[src/rtl/rms_pkg.sv]
// Types and constants of the RMS level meter.
// No dependencies; used by rms_mul, the top level, the checker and the testbench.
package rms_pkg;

   localparam int SAMPLE_W   = 16;
   localparam int LEVEL_W    = 16;
   localparam int FS_W       = 16;
   localparam int KEEP_W     = 9;
   localparam int MUL_W      = 16;
   localparam int PROD_W     = 2 * MUL_W;
   localparam int QUO_W      = 30;
   localparam int ROOT_W     = QUO_W / 2;
   localparam int VOL_STEPS  = 16;
   localparam int ACC_W      = 25;
   localparam int CSR_IDX_W  = 1;
   localparam int CSR_DATA_W = 16;

   localparam logic [CSR_IDX_W-1:0] CSR_FULL_SCALE  = 1'b0;
   localparam logic [CSR_IDX_W-1:0] CSR_SMOOTH_KEEP = 1'b1;

   localparam logic [FS_W-1:0]    FS_RESET   = 16'd11141;
   localparam logic [KEEP_W-1:0]  KEEP_RESET = 9'd179;
   localparam logic [KEEP_W-1:0]  KEEP_ONE   = 9'd256;
   localparam logic [ACC_W-1:0]   ROUND_HALF = 25'd128;
   localparam logic [LEVEL_W-1:0] LEVEL_MAX  = 16'hFFFF;

   typedef struct packed {
      logic signed [SAMPLE_W-1:0] sample;
      logic                       last;
   } req_payload_type;

   typedef struct packed {
      logic [LEVEL_W-1:0] level;
      logic [LEVEL_W-1:0] smoothed_level;
      logic [LEVEL_W-1:0] volume;
      logic [LEVEL_W-1:0] smoothed_volume;
      logic               overflow;
   } rsp_payload_type;

endpackage

[src/rtl/rms_csub.sv]
// Shared compare-and-subtract step of the RMS level meter.
// Used by the divide, square root and volume loops; no package use.
module rms_csub #(
   parameter int W = 18
) (
   input  logic [W-1:0] op_a,
   input  logic [W-1:0] op_b,
   output logic         ge,
   output logic [W-1:0] diff
);

   logic [W:0] wide;

   assign wide = {1'b0, op_a} - {1'b0, op_b};
   assign ge   = ~wide[W];
   assign diff = wide[W-1:0];

endmodule

[src/rtl/rms_mul.sv]
// Shared registered 16x16 unsigned multiplier of the RMS level meter.
// Depends on rms_pkg for widths.
module rms_mul (
   input  logic                       clock,
   input  logic [rms_pkg::MUL_W-1:0]  mul_a,
   input  logic [rms_pkg::MUL_W-1:0]  mul_b,
   output logic [rms_pkg::PROD_W-1:0] mul_p
);

   logic [rms_pkg::PROD_W-1:0] prod_ff;

   always_ff @(posedge clock) begin
      prod_ff <= rms_pkg::PROD_W'(mul_a) * rms_pkg::PROD_W'(mul_b);
   end

   assign mul_p = prod_ff;

endmodule

[src/rtl/block_rms_level_meter.sv]
// Top level of the RMS level meter: sequencer, state and config registers.
// Depends on rms_pkg, rms_mul and rms_csub.
//
//   channel | dir | beat
//   req_    | in  | one sample with its last flag
//   rsp_    | out | level, smoothed level, two volumes, overflow
//   csr_    | in  | register index and write data, always ready
//
// A sample not flagged last is squared in the shared multiplier, then
// accumulated. A last sample then also passes the bit-serial divide, the
// square root and two volume divides on one compare-subtract unit.
// Reset is synchronous; no clearing pass. A finished result waits in the
// output register; the next item is taken meanwhile, and the block only
// holds at its end if the previous result is still not taken.
module block_rms_level_meter #(
   parameter int MAX_BLOCK = 256
) (
   input  logic                             clock,
   input  logic                             reset,
   input  logic                             req_valid,
   output logic                             req_ready,
   input  rms_pkg::req_payload_type         req_payload,
   output logic                             rsp_valid,
   input  logic                             rsp_ready,
   output rms_pkg::rsp_payload_type         rsp_payload,
   input  logic                             csr_valid,
   output logic                             csr_ready,
   input  logic [rms_pkg::CSR_IDX_W-1:0]    csr_index,
   input  logic [rms_pkg::CSR_DATA_W-1:0]   csr_wdata
);

   localparam int CNT_W    = $clog2(MAX_BLOCK + 1);
   localparam int SUM_W    = 30 + CNT_W;
   localparam int REM_W    = (CNT_W + 1 > 16) ? CNT_W + 1 : 16;
   localparam int ALU_W    = (CNT_W + 2 > 18) ? CNT_W + 2 : 18;
   localparam int STEP_MAX = (SUM_W > rms_pkg::VOL_STEPS) ? SUM_W : rms_pkg::VOL_STEPS;
   localparam int STEP_W   = $clog2(STEP_MAX + 1);
   localparam int LW       = rms_pkg::LEVEL_W;

   typedef enum logic [3:0] {
      ST_IDLE, ST_ACC, ST_DIV, ST_SQRT, ST_SM_MUL0, ST_SM_MUL1, ST_SM_ADD,
      ST_VCHK, ST_VDIV, ST_OUT
   } state_type;

   state_type                       state_ff, state_in;
   logic [rms_pkg::FS_W-1:0]        fs_ff, fs_in;
   logic [rms_pkg::KEEP_W-1:0]      keep_ff, keep_in;
   logic                            last_ff, last_in;
   logic                            take_ff, take_in;
   logic [SUM_W-1:0]                sum_ff, sum_in;
   logic [CNT_W-1:0]                count_ff, count_in;
   logic [LW-1:0]                   smooth_ff, smooth_in;
   logic                            ovf_ff, ovf_in;
   logic [REM_W-1:0]                rem_ff, rem_in;
   logic [SUM_W-1:0]                dq_ff, dq_in;
   logic [rms_pkg::QUO_W-1:0]       sqv_ff, sqv_in;
   logic [rms_pkg::ROOT_W-1:0]      root_ff, root_in;
   logic [LW-1:0]                   lvl_ff, lvl_in;
   logic [rms_pkg::ACC_W-1:0]       acc_ff, acc_in;
   logic                            vsel_ff, vsel_in;
   logic [LW-1:0]                   vq_ff, vq_in;
   logic [LW-1:0]                   vol_ff, vol_in;
   logic [LW-1:0]                   vols_ff, vols_in;
   logic [STEP_W-1:0]               step_ff, step_in;
   logic                            rsp_valid_ff, rsp_valid_in;
   rms_pkg::rsp_payload_type        rsp_payload_ff, rsp_payload_in;

   logic [rms_pkg::MUL_W-1:0]       mul_a, mul_b;
   logic [rms_pkg::PROD_W-1:0]      mul_p;
   logic [ALU_W-1:0]                alu_a, alu_b, alu_diff;
   logic                            alu_ge;

   logic [rms_pkg::SAMPLE_W-1:0]    sample_u, mag;
   logic [rms_pkg::KEEP_W-1:0]      keep_eff;
   logic [rms_pkg::FS_W-1:0]        fs_eff;
   logic [LW-1:0]                   vin;
   logic                            req_take;

   rms_mul u_mul (
      .clock (clock),
      .mul_a (mul_a),
      .mul_b (mul_b),
      .mul_p (mul_p)
   );

   rms_csub #(.W(ALU_W)) u_csub (
      .op_a (alu_a),
      .op_b (alu_b),
      .ge   (alu_ge),
      .diff (alu_diff)
   );

   assign sample_u  = req_payload.sample;
   assign mag       = sample_u[rms_pkg::SAMPLE_W-1] ? (~sample_u + 16'd1) : sample_u;
   assign keep_eff  = (keep_ff > rms_pkg::KEEP_ONE) ? rms_pkg::KEEP_ONE : keep_ff;
   assign fs_eff    = (fs_ff == '0) ? 16'd1 : fs_ff;
   assign vin       = vsel_ff ? smooth_ff : lvl_ff;
   assign req_ready = (state_ff == ST_IDLE);
   assign req_take  = req_valid && req_ready;
   assign csr_ready = 1'b1;
   assign rsp_valid   = rsp_valid_ff;
   assign rsp_payload = rsp_payload_ff;

   always_comb begin
      mul_a = '0;
      mul_b = '0;
      alu_a = '0;
      alu_b = '0;
      case (state_ff)
         ST_IDLE: begin
            mul_a = mag;
            mul_b = mag;
         end
         ST_SM_MUL0: begin
            mul_a = rms_pkg::MUL_W'(keep_eff);
            mul_b = smooth_ff;
         end
         ST_SM_MUL1: begin
            mul_a = rms_pkg::MUL_W'(rms_pkg::KEEP_ONE - keep_eff);
            mul_b = lvl_ff;
         end
         ST_DIV: begin
            alu_a = ALU_W'({rem_ff[CNT_W:0], dq_ff[SUM_W-1]});
            alu_b = ALU_W'({count_ff, 1'b0});
         end
         ST_SQRT: begin
            alu_a = ALU_W'({rem_ff[15:0], sqv_ff[rms_pkg::QUO_W-1 -: 2]});
            alu_b = ALU_W'({root_ff, 2'b01});
         end
         ST_VCHK: begin
            alu_a = ALU_W'(vin);
            alu_b = ALU_W'(fs_eff);
         end
         ST_VDIV: begin
            alu_a = ALU_W'({rem_ff[15:0], 1'b0});
            alu_b = ALU_W'(fs_eff);
         end
         default: begin
         end
      endcase
   end

   always_comb begin
      logic [SUM_W-1:0]          sum_add;
      logic [SUM_W-1:0]          dq_next;
      logic [rms_pkg::ROOT_W-1:0] root_next;
      logic [LW-1:0]             vq_next;
      logic [rms_pkg::ACC_W-1:0] acc_sum;
      logic [LW-1:0]             vres;
      logic                      vdone;

      state_in       = state_ff;
      fs_in          = fs_ff;
      keep_in        = keep_ff;
      last_in        = last_ff;
      take_in        = take_ff;
      sum_in         = sum_ff;
      count_in       = count_ff;
      smooth_in      = smooth_ff;
      ovf_in         = ovf_ff;
      rem_in         = rem_ff;
      dq_in          = dq_ff;
      sqv_in         = sqv_ff;
      root_in        = root_ff;
      lvl_in         = lvl_ff;
      acc_in         = acc_ff;
      vsel_in        = vsel_ff;
      vq_in          = vq_ff;
      vol_in         = vol_ff;
      vols_in        = vols_ff;
      step_in        = step_ff;
      rsp_payload_in = rsp_payload_ff;
      rsp_valid_in   = rsp_valid_ff && !rsp_ready;

      sum_add   = sum_ff + (take_ff ? SUM_W'(mul_p) : '0);
      dq_next   = {dq_ff[SUM_W-2:0], alu_ge};
      root_next = {root_ff[rms_pkg::ROOT_W-2:0], alu_ge};
      vq_next   = {vq_ff[LW-2:0], alu_ge};
      acc_sum   = acc_ff + rms_pkg::ACC_W'(mul_p);
      vres      = vq_next;
      vdone     = 1'b0;

      if (csr_valid) begin
         unique case (csr_index)
            rms_pkg::CSR_FULL_SCALE:  fs_in   = csr_wdata;
            rms_pkg::CSR_SMOOTH_KEEP: keep_in = csr_wdata[rms_pkg::KEEP_W-1:0];
            default: begin
            end
         endcase
      end

      unique case (state_ff)
         ST_IDLE: begin
            if (req_take) begin
               last_in  = req_payload.last;
               take_in  = (count_ff != CNT_W'(MAX_BLOCK));
               if (count_ff == CNT_W'(MAX_BLOCK)) begin
                  ovf_in = 1'b1;
               end
               state_in = ST_ACC;
            end
         end
         ST_ACC: begin
            sum_in = sum_add;
            if (take_ff) begin
               count_in = count_ff + CNT_W'(1);
            end
            if (last_ff) begin
               rem_in   = '0;
               dq_in    = sum_add;
               step_in  = STEP_W'(SUM_W);
               state_in = ST_DIV;
            end else begin
               state_in = ST_IDLE;
            end
         end
         ST_DIV: begin
            rem_in  = REM_W'(alu_ge ? alu_diff : alu_a);
            dq_in   = dq_next;
            step_in = step_ff - STEP_W'(1);
            if (step_ff == STEP_W'(1)) begin
               sqv_in   = (count_ff == '0) ? '0 : rms_pkg::QUO_W'(dq_next);
               rem_in   = '0;
               root_in  = '0;
               step_in  = STEP_W'(rms_pkg::ROOT_W);
               state_in = ST_SQRT;
            end
         end
         ST_SQRT: begin
            rem_in  = REM_W'(alu_ge ? alu_diff : alu_a);
            root_in = root_next;
            sqv_in  = sqv_ff << 2;
            step_in = step_ff - STEP_W'(1);
            if (step_ff == STEP_W'(1)) begin
               lvl_in   = LW'(root_next);
               state_in = ST_SM_MUL0;
            end
         end
         ST_SM_MUL0: begin
            state_in = ST_SM_MUL1;
         end
         ST_SM_MUL1: begin
            acc_in   = rms_pkg::ACC_W'(mul_p) + rms_pkg::ROUND_HALF;
            state_in = ST_SM_ADD;
         end
         ST_SM_ADD: begin
            smooth_in = acc_sum[LW+7:8];
            vsel_in   = 1'b0;
            state_in  = ST_VCHK;
         end
         ST_VCHK: begin
            if (alu_ge) begin
               vres  = rms_pkg::LEVEL_MAX;
               vdone = 1'b1;
            end else begin
               rem_in   = REM_W'(vin);
               vq_in    = '0;
               step_in  = STEP_W'(rms_pkg::VOL_STEPS);
               state_in = ST_VDIV;
            end
         end
         ST_VDIV: begin
            rem_in  = REM_W'(alu_ge ? alu_diff : alu_a);
            vq_in   = vq_next;
            step_in = step_ff - STEP_W'(1);
            if (step_ff == STEP_W'(1)) begin
               vdone = 1'b1;
            end
         end
         ST_OUT: begin
            if (!rsp_valid_ff || rsp_ready) begin
               rsp_payload_in.level           = lvl_ff;
               rsp_payload_in.smoothed_level  = smooth_ff;
               rsp_payload_in.volume          = vol_ff;
               rsp_payload_in.smoothed_volume = vols_ff;
               rsp_payload_in.overflow        = ovf_ff;
               rsp_valid_in = 1'b1;
               sum_in       = '0;
               count_in     = '0;
               ovf_in       = 1'b0;
               state_in     = ST_IDLE;
            end
         end
         default: begin
            state_in = ST_IDLE;
         end
      endcase

      if (vdone) begin
         if (!vsel_ff) begin
            vol_in   = vres;
            vsel_in  = 1'b1;
            state_in = ST_VCHK;
         end else begin
            vols_in  = vres;
            state_in = ST_OUT;
         end
      end
   end

   always_ff @(posedge clock) begin
      if (reset) begin
         state_ff     <= ST_IDLE;
         fs_ff        <= rms_pkg::FS_RESET;
         keep_ff      <= rms_pkg::KEEP_RESET;
         sum_ff       <= '0;
         count_ff     <= '0;
         smooth_ff    <= '0;
         ovf_ff       <= 1'b0;
         step_ff      <= '0;
         rsp_valid_ff <= 1'b0;
      end else begin
         state_ff     <= state_in;
         fs_ff        <= fs_in;
         keep_ff      <= keep_in;
         sum_ff       <= sum_in;
         count_ff     <= count_in;
         smooth_ff    <= smooth_in;
         ovf_ff       <= ovf_in;
         step_ff      <= step_in;
         rsp_valid_ff <= rsp_valid_in;
      end
      last_ff        <= last_in;
      take_ff        <= take_in;
      rem_ff         <= rem_in;
      dq_ff          <= dq_in;
      sqv_ff         <= sqv_in;
      root_ff        <= root_in;
      lvl_ff         <= lvl_in;
      acc_ff         <= acc_in;
      vsel_ff        <= vsel_in;
      vq_ff          <= vq_in;
      vol_ff         <= vol_in;
      vols_ff        <= vols_in;
      rsp_payload_ff <= rsp_payload_in;
   end

endmodule

[config.mk]
export PLATFORM = sky130hd
export DESIGN_NAME = block_rms_level_meter
export DESIGN_NICKNAME = d
export VERILOG_FILES = /design/src/rtl/rms_pkg.sv /design/src/rtl/rms_csub.sv /design/src/rtl/rms_mul.sv /design/src/rtl/block_rms_level_meter.sv
export SDC_FILE = /design/constraint.sdc
export NUM_CORES = 1
export LEC_CHECK = 0
export BUFFER_PORTS_ARGS = -buffer_cell sky130_fd_sc_hd__buf_2
export CAP_MARGIN = 10
export CORE_UTILIZATION = 55
export CTS_CLUSTER_DIAMETER = 150
export DETAILED_ROUTE_END_ITERATION = 16
export PLACE_DENSITY = 0.8
export SYNTH_ARGS = -nofsm -noshare
export SYNTH_HDL_FRONTEND = slang
export SYNTH_SLANG_ARGS = --single-unit
export TNS_END_PERCENT = 30
[constraint.sdc]
create_clock -name clock -period 19.6 [get_ports clock]
set_clock_uncertainty 0.1 [all_clocks]
set_input_delay 2.94 -clock clock [delete_from_list [all_inputs] [get_ports clock]]
set_output_delay 2.94 -clock clock [all_outputs]
set_load 0.02 [all_outputs]
==> results, run 1 <==
- The wire length of the first global-routing pass is 111000 um.
- For the worst setup path, the data required time is 19.99 ns.
- The number of instances in the synthesized netlist is 2775.
- The hold-critical path depth is 0.
- The last weighted congestion value of the routability-driven placer is 0.977.
- The routed via count is 21.1k.
- Detailed placement finished with a half-perimeter wire length of about 53000 um.
- The clock-pin slew reported for the worst setup and hold paths after clock tree synthesis is approximately 0.060 ns.
- The biggest area consumer among synthesized cells is sky130_fd_sc_hd__edfxtp_1.
- The worst setup path is of the in -> reg kind.
- The number of hold violations in the final report is 0.
- The layout-stage area growth over the synthesis result is 8.95%.
- The slew of the pin with the lowest slew margin is 1.20 ns.
- The root buffer cell is sky130_fd_sc_hd__clkbuf_16.
- The total DRC errors in the routed layout is 0.
- After filler insertion, the fill cell instance count of the layout stands at 3979.
- Buffers added to address setup during post-CTS repair amount to 0.
- The worst hold path class is reg -> reg.
- The antenna diode count is 0.
- In this run, distinct cell masters in the synthesized netlist total 81.
- Sorting the synthesized cells by area gives the leading types as sky130_fd_sc_hd__edfxtp_1 28%, sky130_fd_sc_hd__fa_1 14%, sky130_fd_sc_hd__dfxtp_1 9.9%.
- The number of global-route vias before repair was 20.7k.
- The sequential element share of the synthesized area is 0.377.
- The routed design could run at a clock period as short as roughly 11 ns.
- Derived from the worst setup path, the maximum achievable clock frequency is 90.8 MHz.
- The mapped netlist covers 27200 um2.
- The mean number of vias per cell is 5.96.
- The initial utilization of the core area, before any placement, comes to 0.557.
- The height of the die is between 200 and 250 um.
- The detailed router's first-iteration violation count is 1938.
- STA classifies the critical path endpoint as a register.
- The global-route congestion overflow total is 0.
- The Yosys step of the flow raised 0 warnings.
- Setup violations remaining at the end of the flow were counted as 0.
- In this design, the critical path's most frequently occurring cell is sky130_fd_sc_hd__fa_1.
- Of the post-synthesis cell area, the dominant cell type holds 0.278.
- The global routing usage summed across all routing layers is 0.283.
- The met3 usage in global routing is 0.0477.
- Along the worst path, the maximum fanout reaches 17.
- In the synthesized netlist the dominant register cell turns out to be sky130_fd_sc_hd__edfxtp_1.
- The number of nets in the final layout is 3259.
- The total detailed-routing wirelength is slightly above 70000 um.
- The fraction of registers with async set/reset is 0.
- In this run the critical register-to-register path is launched from state_ff[0]$_SDFFE_PP0P_.
- For the worst setup path, the data arrival time is between 10 and 15 ns.
- The clock buffer count from CTS is 39.
- In this run the most critical hold path is launched from vol_ff[2]$_DFFE_PP_.
- The pin count of the biggest net entering global routing is 73.
- The highest-delay cell along the critical path is sky130_fd_sc_hd__a221o_1.
- The routed wirelength normalized by instance count is 20.0 um.
- Once detail routing completed, the nets flagged for antenna violations numbered 0.
- For this run, global-route usage on met1 was measured as 0.354.
- The cell row count is 81.
- The number of pins exceeding their max-slew limit in the final report is 0.
- The fraction of layout instances using a drive strength above 1 is 0.0919.
- The endpoint identified for the worst register-to-register timing path is u_mul.mul_p[30]$_DFF_P_.
- The initial antenna violation count is 0.
- The number of enable flip-flop cells after synthesis is around 250.
- The latest clock arrival within the worst-skew pair is 0.58 ns.
- Broken down by cell family, the worst path's largest delay share belongs to adder cells.
- The fraction of the cycle the final worst path needs is 0.562.
- The layer flagged by global routing as most heavily used is met2.
- The count of buffer and inverter cells on the critical path is 4.
- TritonCTS built the clock tree.
- CTS saw just under 400 sinks.
- For the final routed database, the setup TNS stands at 0 ns.
- In this run the count of I/O pins placed on the die edge is 107.
- The number of H-tree levels is 2.
- The setup slack of the most critical reg-to-reg path is 10.78 ns.
- Setup repair after global routing left no endpoint under its margin.
- The worst relative slew slack is 0.199.
- Input and output buffers added on the ports amount to 104.
- The launching element of the worst setup path is req_payload[8].
- In this run, synthesis produced a sequential element count of 386.
- The per-instance average area after synthesis is 9.80 um2.
- The count of maximum capacitance violations is 0.
- No sink is reached through more buffers than the 3 on the longest clock path.
- The largest stage delay on the critical path is 0.87 ns.
- For hold timing, the worst endpoint is rsp_payload[19]$_DFFE_PP_.
- Buffers inserted to repair hold after CTS numbered 0.
- The first detailed-routing pass took 6 iterations.
- The die covers 50300 um2.
- The met2 global-route usage is 0.472.
- The region available for standard cell placement spans 48800 um2.
- The die is approximately 220 um wide.
- The post-cts repair resize count is 0.
- The worst setup path is launched from an input port.
- The run finished with clean final reports.
- The worst reg-to-reg path cell count is 28.
-- placed cells by master (no fill, tap or decap), types with 28 or more instances in the layout --
master / n
sky130_fd_sc_hd__a21o_1: 50
sky130_fd_sc_hd__a22o_1: 29
sky130_fd_sc_hd__nand2b_1: 33
sky130_fd_sc_hd__a21oi_1: 131
sky130_fd_sc_hd__nand3_1: 46
sky130_fd_sc_hd__ha_1: 182
sky130_fd_sc_hd__and2_1: 65
sky130_fd_sc_hd__nand2_1: 322
sky130_fd_sc_hd__buf_2: 104
sky130_fd_sc_hd__fa_1: 196
sky130_fd_sc_hd__xor2_1: 55
sky130_fd_sc_hd__xnor2_1: 63
sky130_fd_sc_hd__and3_1: 40
sky130_fd_sc_hd__edfxtp_1: 252
sky130_fd_sc_hd__buf_4: 28
sky130_fd_sc_hd__dfxtp_1: 134
sky130_fd_sc_hd__inv_1: 286
sky130_fd_sc_hd__nor2_1: 267
sky130_fd_sc_hd__clkbuf_16: 40
sky130_fd_sc_hd__o21ai_0: 110
-- synthesized netlist by cell type (all sizes together), types with 33 or more instances --
| library cell | n |
|---|---|
| and3 | 40 |
| a21o | 50 |
| o21ai | 114 |
| nand3 | 46 |
| nand2b | 33 |
| clkbuf | 100 |
| edfxtp | 252 |
| dfxtp | 134 |
| nand2 | 333 |
| and2 | 65 |
| a21oi | 131 |
| xnor2 | 63 |
| ha | 182 |
| inv | 289 |
| xor2 | 56 |
| fa | 196 |
| nor2 | 270 |
-- worst reg2reg max path: cells and delay by family (launching register included) --
| kind | cells | cell delay, ns |
|---|---|---|
| adders and majority gates | 7 | 3.29 |
| AOI/OAI and AO/OA | 8 | 2.05 |
| buffers and inverters | 7 | 1.23 |
| and+or+nand+nor | 5 | 1.23 |
| DFF | 1 | 0.69 |
| xor gates and xnor gates | 1 | 0.14 |
-- state kept, by name, summed over array words and instances (netlist names), 6 cells and up --
signal and cells:
acc_ff 24, count_ff 9, dq_ff 39, fs_ff 16
keep_ff 9, lvl_ff 15, rem_ff 16, root_ff 15
rsp_payload 64, smooth_ff 16, sqv_ff 30, step_ff 6
sum_ff 39, u_mul.mul_p 32, vol_ff 16, vols_ff 16
vq_ff 15
-- logic make-up after synthesis --
logic type / after synthesis / share of synthesized area
AND/OR/NAND/NOR: 936 / 0.160
multiplexers: 21 / 0.00805
adder cells (fa/ha/maj): 378 / 0.228
AO/OA/AOI/OAI: 526 / 0.131
XOR/XNOR: 119 / 0.0386
flip-flops: 386 / 0.377
buffers and inverters: 407 / 0.0572
other: 2 / 0.000276
-- layout make-up --
| cell class | count | area, um2 | area share |
|---|---|---|---|
| repair buffers | 132 | 731 | 0.0247 |
| well taps | 664 | 831 | 0.0280 |
| inverters | 291 | 1090 | 0.0369 |
| flip-flops and latches | 386 | 10200 | 0.346 |
| clock buffers | 47 | 1040 | 0.0350 |
| multi-input cells | 1992 | 15400 | 0.521 |
| clock inverters | 25 | 236 | 0.00798 |
-- through the flow --
| stage | hold slack, ns | util | area (um2) | setup WS, ns | cells |
|---|---|---|---|---|---|
| after floorplan | 0.300 | - | 27200 | 9.37 | 2785 |
| after global placement | 0.302 | 0.580 | 28300 | 8.32 | 3464 |
| after detailed placement | 0.305 | 0.580 | 28300 | 8.18 | 3464 |
| after CTS | 0.319 | 0.606 | 29600 | 8.71 | 3536 |
| after global routing | 0.327 | 0.606 | 29600 | 8.32 | 3537 |
| final | 0.319 | 0.606 | 29600 | 8.58 | 3537 |
-- worst max path at each step --
stage | endpoint | slack, ns | cells past startpoint
after CTS | u_mul.mul_p[30]$_DFF_P_ | 8.71 | 26
final | u_mul.mul_p[30]$_DFF_P_ | 8.58 | 26
after global placement | u_mul.mul_p[30]$_DFF_P_ | 8.32 | 26
after floorplan | u_mul.mul_p[30]$_DFF_P_ | 9.37 | 27
after detailed placement | u_mul.mul_p[30]$_DFF_P_ | 8.18 | 25
after global routing | u_mul.mul_p[30]$_DFF_P_ | 8.32 | 26
-- routing by layer --
layer  up-vias  part of all wire  routed length (um)
li1       9640                 -                   -
met2       929              0.48               34000
met3       206             0.075                5310
met5         -                 0                   0
met1     10300              0.39               27800
met4         0             0.050                3500
Power of run 1 is not shown: default switching activity piles up to over one toggle a cycle in this logic, so the estimate is an artifact.
==> inputs of run 2 (changes only) <==
--- a/config.mk
+++ b/config.mk
@@ -5,12 +5,13 @@
 export SDC_FILE = /design/constraint.sdc
 export NUM_CORES = 1
 export LEC_CHECK = 0
+export ABC_AREA = 1
 export BUFFER_PORTS_ARGS = -buffer_cell sky130_fd_sc_hd__buf_2
 export CAP_MARGIN = 10
 export CORE_UTILIZATION = 55
 export CTS_CLUSTER_DIAMETER = 150
 export DETAILED_ROUTE_END_ITERATION = 16
-export PLACE_DENSITY = 0.8
+export PLACE_DENSITY = 0.83
 export SYNTH_ARGS = -nofsm -noshare
 export SYNTH_HDL_FRONTEND = slang
 export SYNTH_SLANG_ARGS = --single-unit
==> constraint.sdc (replaced) <==
create_clock -name clock -period 9.77 [get_ports clock]
set_clock_uncertainty 0.1 [all_clocks]
set_input_delay 1.4655 -clock clock [delete_from_list [all_inputs] [get_ports clock]]
set_output_delay 1.4655 -clock clock [all_outputs]
set_load 0.02 [all_outputs]
==> results, run 2 <==
- The flow ran to the end, and the final reports show no timing, DRC or antenna violations.
- The slew of the pin with the lowest slew margin came to 1.28 ns (+0.0871 ns).
- The height of the die was 232 um (+3.3%).
- The clock-pin slew reported for the worst setup and hold paths after clock tree synthesis is 0.06 ns (about the same).
- In this run the most critical hold path is launched from vols_ff[2]$_DFFE_PP_.
- The adder-cell share of the synthesized area came to 0.214 (-0.0144).
- The estimated wirelength of the detail-placed design came to 61800 um (+16%).
- The number of warnings issued by yosys came to 0 (unchanged).
- The fraction of registers with async set/reset is 0 (unchanged).
- By area, the combinational part of the netlist is dominated by simple AND/OR/NAND/NOR gates.
- The detailed router's first-iteration violation count is 2455 (+27%).
- The worst setup path is captured at a register.
- On the critical path, the stage with the largest delay is an instance of sky130_fd_sc_hd__nor2_1.
- The worst hold slack is 0.319 ns (-0.000269 ns).
- The post-synthesis xor/xnor area fraction is 0.0235 (-0.0151).
- The root buffer cell is sky130_fd_sc_hd__clkbuf_16.
- The fraction of synthesized cell area taken by the top area cell type is 0.261 (-0.0175).
- TritonCTS built the clock tree.
- The arrival time reported for the critical path endpoint is 8.56 ns (-2.84 ns).
- The routed wirelength normalized by instance count was 18.1 um (-9.2%).
- The category of the critical setup timing path is in -> reg.
- The number of hold violations in the final report came to 0 (unchanged).
- The clock buffer count from CTS is 40 (+2.6%).
- The number of global-route vias before repair is 24.0k (+16%).
- The required time reported for the critical path endpoint is 10.17 ns (-9.82 ns).
- The hold-critical path depth is 0 (unchanged).
- The routed via count came to 24.6k (+17%).
- The cell type with the highest occurrence count on the critical path is sky130_fd_sc_hd__inv_1.
- The number of I/O port buffers is 104 (unchanged).
- The aggregate negative setup slack is 0 ns (unchanged).
- The last weighted congestion value of the routability-driven placer is 0.983 (+0.65%).
- The startpoint identified for the worst register-to-register timing path is state_ff[1]$_SDFFE_PP0P_.
- The width of the die is 232 um (+3.3%).
- The number of nets in the final layout is 4103 (+26%).
- The mean number of vias per cell came to 5.60 (-5.9%).
- The compound-cell area share of the yosys netlist is 0.0905 (-0.0406).
- The number of instances in the synthesized netlist is 3605 (+30%).
- The count of boundary I/O pins is 107 (unchanged).
- The total iterations of the first detailed-routing run came to 8 (+2).
- The count of hold buffers inserted by post-cts repair is 0 (unchanged).
- The setup slack of the most critical reg-to-reg path is 2.01 ns (-8.77 ns).
- The worst setup slack before clock tree synthesis came to 1.08 ns (-7.10 ns).
- The cell area after synthesis is 29000 um2 (+6.7%).
- The share of synthesized cell area in and, or, nand and nor gates is 0.215 (+0.0557).
- The initial antenna violation count is 2 (+2).
- The total clock sinks is 386 (unchanged).
- Compared with the post-synthesis result, the final layout area differs by 8.36%.
- The maximum fanout encountered on the critical timing path was 12 (-5).
- The die area is 53700 um2 (+6.7%).
- The area of all sequential standard cells is 10200 um2 (unchanged).
- The fmax is 123 MHz.
- Setup repair after global routing left no endpoint under its margin.
- The flip-flop count of the largest register, all copies and words added is 64 (unchanged).
- The number of setup violations in the final report came to 0 (unchanged).
- In the finished design, the share of the clock period the worst path needs comes to 0.835.
- The most common cell after layout, fill and taps aside is sky130_fd_sc_hd__nand2_1.
- The minimum setup slack in the final design is 1.61 ns (-6.98 ns).
- The hold-critical path endpoint is rsp_payload[3]$_DFFE_PP_.
- The pin count of the biggest net entering global routing was 72 (-1.4%).
- The global-route congestion overflow total is 0 (unchanged).
- The starting density of the core is 0.561 (+0.00446).
- The multi-input logic area came to 15800 um2 (+2.5%).
- The total DRC errors in the routed layout is 0 (unchanged).
- The placeable core area is 51700 um2 (+5.9%).
- The per-instance average area after synthesis came to 8.05 um2 (-18%).
- The wire length of the first global-routing pass was 127000 um (+15%).
- The commonest register cell after synthesis is sky130_fd_sc_hd__edfxtp_1.
- In this run the critical register-to-register path is captured at u_mul.mul_p[19]$_DFF_P_.
- The number of filler instances in the final layout is 4455 (+12%).
- The largest stage delay on the critical path was 0.76 ns (-0.11 ns).
- The worst relative slew slack is 0.137 (-0.0624).
- The number of H-tree levels is 2 (unchanged).
- The clock period minus final worst setup slack is 8.16 ns.
- The total detailed-routing wirelength is 79700 um (+13%).
- The post-cts repair resize count is 0 (unchanged).
- The global routing usage summed across all routing layers came to 0.303 (+0.0203).
- The most instantiated library cell after synthesis is sky130_fd_sc_hd__nand2_1.
- The worst hold path class is reg -> reg.
- In the post-synthesis netlist, the biggest area contributors are sky130_fd_sc_hd__edfxtp_1 26%, sky130_fd_sc_hd__fa_1 14%, sky130_fd_sc_hd__nand2_1 11%.
- The number of enable flip-flop cells after synthesis is 252 (unchanged).
- By count the netlist is led by 875 x sky130_fd_sc_hd__nand2_1, 653 x sky130_fd_sc_hd__inv_1, 346 x sky130_fd_sc_hd__nor2_1.
- The latest clock arrival within the worst-skew pair is 0.58 ns (about the same).
- The flop and latch count out of synthesis is 386 (unchanged).
- The portion of netlist area occupied by mux cells is 0 (-0.00805).
- The post-route antenna net violation count is 0 (unchanged).
- The startpoint class of the critical path is an input port.
- The number of pins exceeding their max-slew limit in the final report is 0 (unchanged).
- The setup fix buffers added after clock tree synthesis came to 0 (unchanged).
- The buffer levels on the longest clock path is 3 (unchanged).
- In the layout the commonest cells are 873 x sky130_fd_sc_hd__nand2_1, 653 x sky130_fd_sc_hd__inv_1, 343 x sky130_fd_sc_hd__nor2_1.
- The biggest area consumer among synthesized cells is sky130_fd_sc_hd__edfxtp_1.
- The cell row count came to 83 (+2.5%).
- The worst reg-to-reg path cell count is 30 (+7.1%).
- The count of maximum capacitance violations is 0 (unchanged).
- The fraction of layout instances using a drive strength above 1 is 0.0719 (-0.0200).
- The count of different cell masters after synthesis is 56 (-31%).
- The sequential element share of the synthesized area came to 0.353 (-0.0237).
==> run 2: cell count changes after synthesis, sizes merged, moves of 30 or more <==
cell	change
a21o	-38
a21oi	+75
and2	-62
and3	-40
buf	+30
clkbuf	-58
inv	+400
nand2	+550
nand2b	-33
nand3	+123
nor2	+92
o21ai	+56
xnor2	-39
==> run 2: worst max-delay path by stage <==
stage	cells past startpoint	from	endpoint
final	34	req_payload[2]	u_mul.mul_p[19]$_DFF_P_
after global routing	34	req_payload[2]	u_mul.mul_p[19]$_DFF_P_
after CTS	34	req_payload[2]	u_mul.mul_p[19]$_DFF_P_
after detailed placement	34	req_payload[2]	u_mul.mul_p[19]$_DFF_P_
after global placement	34	req_payload[2]	u_mul.mul_p[19]$_DFF_P_
after floorplan	32	req_payload[2]	u_mul.mul_p[31]$_DFF_P_
==> run 2: cell type report <==
cell class	count	area share
clock buffer	45	0.0331
inverter	691	0.0825
antenna	1	0.0000796
sequential	386	0.326
clock inverter	27	0.00828
tap	680	0.0271
multi-input combinational	2450	0.503
timing repair buffer	117	0.0197
==> run 2: logic make-up (layout without fill, tap and decap cells) <==
family,Yosys count,in the layout
AND/OR/NAND/NOR,1511,1511
AO/OA/AOI/OAI,471,471
other,2,13
buffers and inverters,779,880
XOR/XNOR,78,78
adder cells (fa/ha/maj),378,378
flip-flops,386,386
==> run 2: metrics by stage <==
stage                util  std cells  cell area [um2]
CTS                 0.608       4396            31400
global placement    0.583       4324            30100
detailed placement  0.583       4324            30100
global route        0.608       4396            31400
floorplan               -       3615            29100
finish              0.608       4397            31400
==> run 2: worst max-delay path, delay by kind of cell <==
kind,cells,cell delay [ns]
AO/OA/AOI/OAI,1,0.39
adder cells (fa/ha/maj),8,3.59
buffers and inverters,11,0.88
XOR/XNOR,1,0.17
AND/OR/NAND/NOR,13,2.06
==> run 2: metal layers <==
metal	vias to the layer above	wire length, um	global-route usage	share of wire
met5	-	13	0	0.00016
met4	2	3480	0.128	0.044
met3	242	7290	0.0496	0.091
met2	1221	37100	0.492	0.47
met1	11600	31800	0.401	0.40
li1	11600	-	-	-
Power of run 2 is left out for the same reason.
